$ cat config.mk
export PLATFORM = sky130hd
export DESIGN_NAME = dmcv_ram
export DESIGN_NICKNAME = d
export VERILOG_FILES = /design/src/rtl/assert_macros.svh /design/src/rtl/dmcv_ram.sv
export SDC_FILE = /design/constraint.sdc
export NUM_CORES = 2
export LEC_CHECK = 0
export BUFFER_PORTS_ARGS = -buffer_cell sky130_fd_sc_hd__buf_2
export CORE_ASPECT_RATIO = 1.2
export CORE_MARGIN = 2
export CORE_UTILIZATION = 40
export CTS_CLUSTER_SIZE = 16
export DETAILED_ROUTE_END_ITERATION = 8
export GPL_TIMING_DRIVEN = 0
export PLACE_DENSITY = 0.61
export SLEW_MARGIN = 10
export SYNTH_ARGS = -nofsm -noshare
export SYNTH_HDL_FRONTEND = slang
export SYNTH_SLANG_ARGS = --single-unit
$ cat constraint.sdc
create_clock -name clk -period 7.4 [get_ports clk]
set_clock_uncertainty 0.2 [all_clocks]
set_input_delay 0.74 -clock clk [delete_from_list [all_inputs] [get_ports clk]]
set_output_delay 0.74 -clock clk [all_outputs]
set_load 0.005 [all_outputs]
$ cat src/rtl/assert_macros.svh
// Assertion helpers; clk and rst_n come from the enclosing module.
`ifndef ASSERT_MACROS_SVH
`define ASSERT_MACROS_SVH

`define DMCV_CHECK(lbl, prop) \
  lbl: assert property (@(posedge clk) disable iff (!rst_n) prop) \
    else $error("%m: check failed");

`define DMCV_NEVER(lbl, cond) \
  lbl: assert property (@(posedge clk) disable iff (!rst_n) !(cond)) \
    else $error("%m: forbidden condition");

`endif

$ cat src/rtl/dmcv_ram.sv
module dmcv_ram #(
  parameter int WIDTH = 64,
  parameter int DEPTH = 64
) (
  input  logic                     clk,
  input  logic                     we,
  input  logic [$clog2(DEPTH)-1:0] waddr,
  input  logic [WIDTH-1:0]         wdata,
  input  logic [$clog2(DEPTH)-1:0] raddr,
  output logic [WIDTH-1:0]         rdata
);

  logic [WIDTH-1:0] mem [DEPTH];

  always_ff @(posedge clk) begin
    if (we) begin
      mem[waddr] <= wdata;
    end
    rdata <= mem[raddr];
  end

endmodule

==> results.json <==
{
  "area_growth_pct": 15.9,
  "crit_path_start_kind": "primary input",
  "clock_path_buffers": 4,
  "routed_wl_um": 438000,
  "layout-drive-gt1-share_pct": 29.4,
  "nets": 7431,
  "grt_pass1_wl_um": 604000,
  "placed_cells": 12100,
  "rsz0062_at_grt": "false",
  "hold_class": "primary input to flip-flop",
  "fmax_ghz": 0.222,
  "syn_inst": 6598,
  "drcViolationCount": 0,
  "arrival_ns": 5.06,
  "period_needed_ns": 4.50,
  "crit_slowest_cell": "a211oi_1",
  "nFillCells": 31700,
  "cp-end-kind": "flip-flop",
  "status": "completed",
  "initial_core_util_pct": 40.1,
  "num_vias": 75300,
  "hold_slack_ns": 0.0230,
  "hold_viol_final": 0,
  "yosys_warnings": 0,
  "drv_cap": 0,
  "clock-root-buffer": "clkbuf_16",
  "overflow": 0,
  "ant_nets": 0,
  "clk_latency_ns": 0.98,
  "finish.utilization_pct": 46.5,
  "worstSetupPathType": "primary input to flip-flop",
  "grt_antenna_before_repair": 46,
  "placed_area_um2": 168000,
  "hold_buffers": 0,
  "crit_fanout": 12,
  "path_clk_slew_ns": 0.07,
  "core_area_um2": 389000,
  "post_cts_buffers": 0,
  "syn_area_um2": 156000,
  "std_cell_rows": 251,
  "worst_pin_slew_ns": 1.39,
  "fp.dieArea_um2": 396000,
  "post-route-period-util_pct": 60.9,
  "p_leak_nw": 56.2,
  "h-tree-depth": 5,
  "grt_max_degree": 65,
  "gp_congestion": 0.815,
  "cts.sinks": 4160,
  "drt-initial-drc-count": 10100,
  "die_x_um": 575,
  "grt_pass1_vias": 76700,
  "firstDrtPassIters": 6,
  "critPathTopFamily": "buffers and inverters",
  "crit_path_max_incr_delay_ns": 1.07,
  "ys_seq_elements": 4160,
  "dpl.hpwl_um": 295000,
  "viasPerCell": 5.85,
  "fin_area_um2": 181000,
  "report.final.slew_viol_count": 0,
  "synth_nets": 6676,
  "synth.distinct_cells": 33,
  "cp_cell_sequence": "buf_2, buf_4, buf_2, buf_2, buf_4, mux2i_1, o22ai_1, a31oi_1, a211oi_1",
  "cts_tree": "yes",
  "cts-resized-gates": 0,
  "wl_per_cell_um": 34.0,
  "required_ns": 7.96,
  "portBuffers": 133,
  "crit_top_cell": "buf_2",
  "avgSynthCellArea_um2": 23.7,
  "die_h_um": 689,
  "cts-buffers-inserted": 393,
  "ir_worst_vdd_v": 0.000190,
  "grt_util_all_layers_pct": 21.8,
  "setup_violations": 0,
  "yosysSeqAreaShare_pct": 79.5,
  "final_cells": 12900,
  "slew_headroom_pct": 6.51,
  "crit_buf_inv": 5,
  "powerDensity_nw_per_um2": 269,
  "ios": 142
}
## cells in the final DEF, fill, tap and decap left out, types with 63 or more instances in the layout
cell	Yosys	layout
a211oi_1	63	63
a22o_1	88	88
a22oi_1	168	168
and3_1	64	64
buf_12	0	178
buf_2	170	264
buf_4	34	89
clkbuf_1	140	203
clkbuf_16	0	400
clkinv_1	0	78
clkinv_2	0	86
dfxtp_1	64	64
edfxtp_1	4096	4096
mux2i_1	135	135
mux4_2	1024	1024
o22ai_1	83	83
## metal layers
| metal | wire (µm) | vias up | global-route usage, % |
|---|---|---|---|
| li1 | - | 30000 | - |
| met1 | 161000 | 40900 | 27.6 |
| met2 | 221000 | 3656 | 37.4 |
| met3 | 35100 | 728 | 3.74 |
| met4 | 19900 | 18 | 9.15 |
| met5 | 135 | - | 0 |
## synthesized netlist by cell type
cell / n / share of area [%]
buf_6: 6 / 0.043
nor2b_1: 28 / 0.11
o22ai_1: 83 / 0.33
edfxtp_1: 4096 / 79
nand4b_1: 1 / 0.0056
a22o_1: 88 / 0.49
nand2_1: 58 / 0.14
a41oi_1: 26 / 0.15
or2_2: 28 / 0.11
buf_4: 34 / 0.16
nand2b_1: 11 / 0.044
mux4_2: 1024 / 15
clkbuf_1: 140 / 0.34
nor3_1: 2 / 0.0064
or3_1: 29 / 0.12
or3b_2: 1 / 0.0056
and2_1: 3 / 0.012
nor2_1: 112 / 0.27
nand3_1: 45 / 0.14
a31oi_1: 18 / 0.072
nand4_1: 2 / 0.0080
a211oi_1: 63 / 0.30
inv_1: 19 / 0.046
buf_2: 170 / 0.54
a22oi_1: 168 / 0.81
a31o_1: 1 / 0.0056
and3_1: 64 / 0.26
a2bb2oi_1: 19 / 0.11
o221ai_1: 38 / 0.21
nand3b_1: 2 / 0.0096
mux2i_1: 135 / 0.86
buf_1: 20 / 0.048
dfxtp_1: 64 / 0.82
## state kept, by name (all words and copies together) (netlist names)
register	cells
mem	4096
rdata	64
## final timing paths
kind              cells after the start  slack, ns     endpoint        start
setup reg to reg                      5       4.32    rdata[15]  mem[55][15]
hold reg to reg                       4       0.72    rdata[44]  mem[52][44]
hold / removal                        1       0.02  mem[59][53]    wdata[53]
setup / recovery                      9       2.90     rdata[7]     raddr[2]
## kinds of logic (layout without fill, tap and decap cells)
group | after synthesis | in the layout | synth area share [%]
buf+inv | 389 | 1459 | 1.18
other cells | 0 | 16 | 0
mux | 1159 | 1159 | 15.6
flops | 4160 | 4160 | 79.5
compound gates | 504 | 504 | 2.48
simple gates | 386 | 386 | 1.24
## metrics by stage
| stage | power (mW) | TNS [ns] | setup WS, ns |
|---|---|---|---|
| 3_3_place_gp | 29.1 | -6090.60 | -5.68 |
| 3_5_place_dp | 29.2 | 0 | 1.99 |
| 5_1_grt | 49.9 | 0 | 2.98 |
| 2_1_floorplan | 27.9 | 0 | 1.02 |
| 4_1_cts | 48.9 | 0 | 3.02 |
| 6_report | 48.7 | 0 | 2.90 |
## final cells by class
cell class                      instances  area (µm²)  area share, %
Sequential cell                      4160      124000           68.6
Multi-Input combinational cell       2049       30700           16.9
Clock buffer                          473       10300           5.70
Tap cell                             5186        6490           3.58
Timing Repair Buffer                  360        5280           2.92
Clock inverter                        237        2160           1.19
Buffer                                370        1780          0.984
Inverter                               19        71.3         0.0394
Antenna cell                           16        40.0         0.0221
## power by group
part	internal, mW	switching (mW)
sequential	26.1	0.0496
clock	11.2	8.76
combinational	0.853	1.70
(Power assumes the default switching activity.)
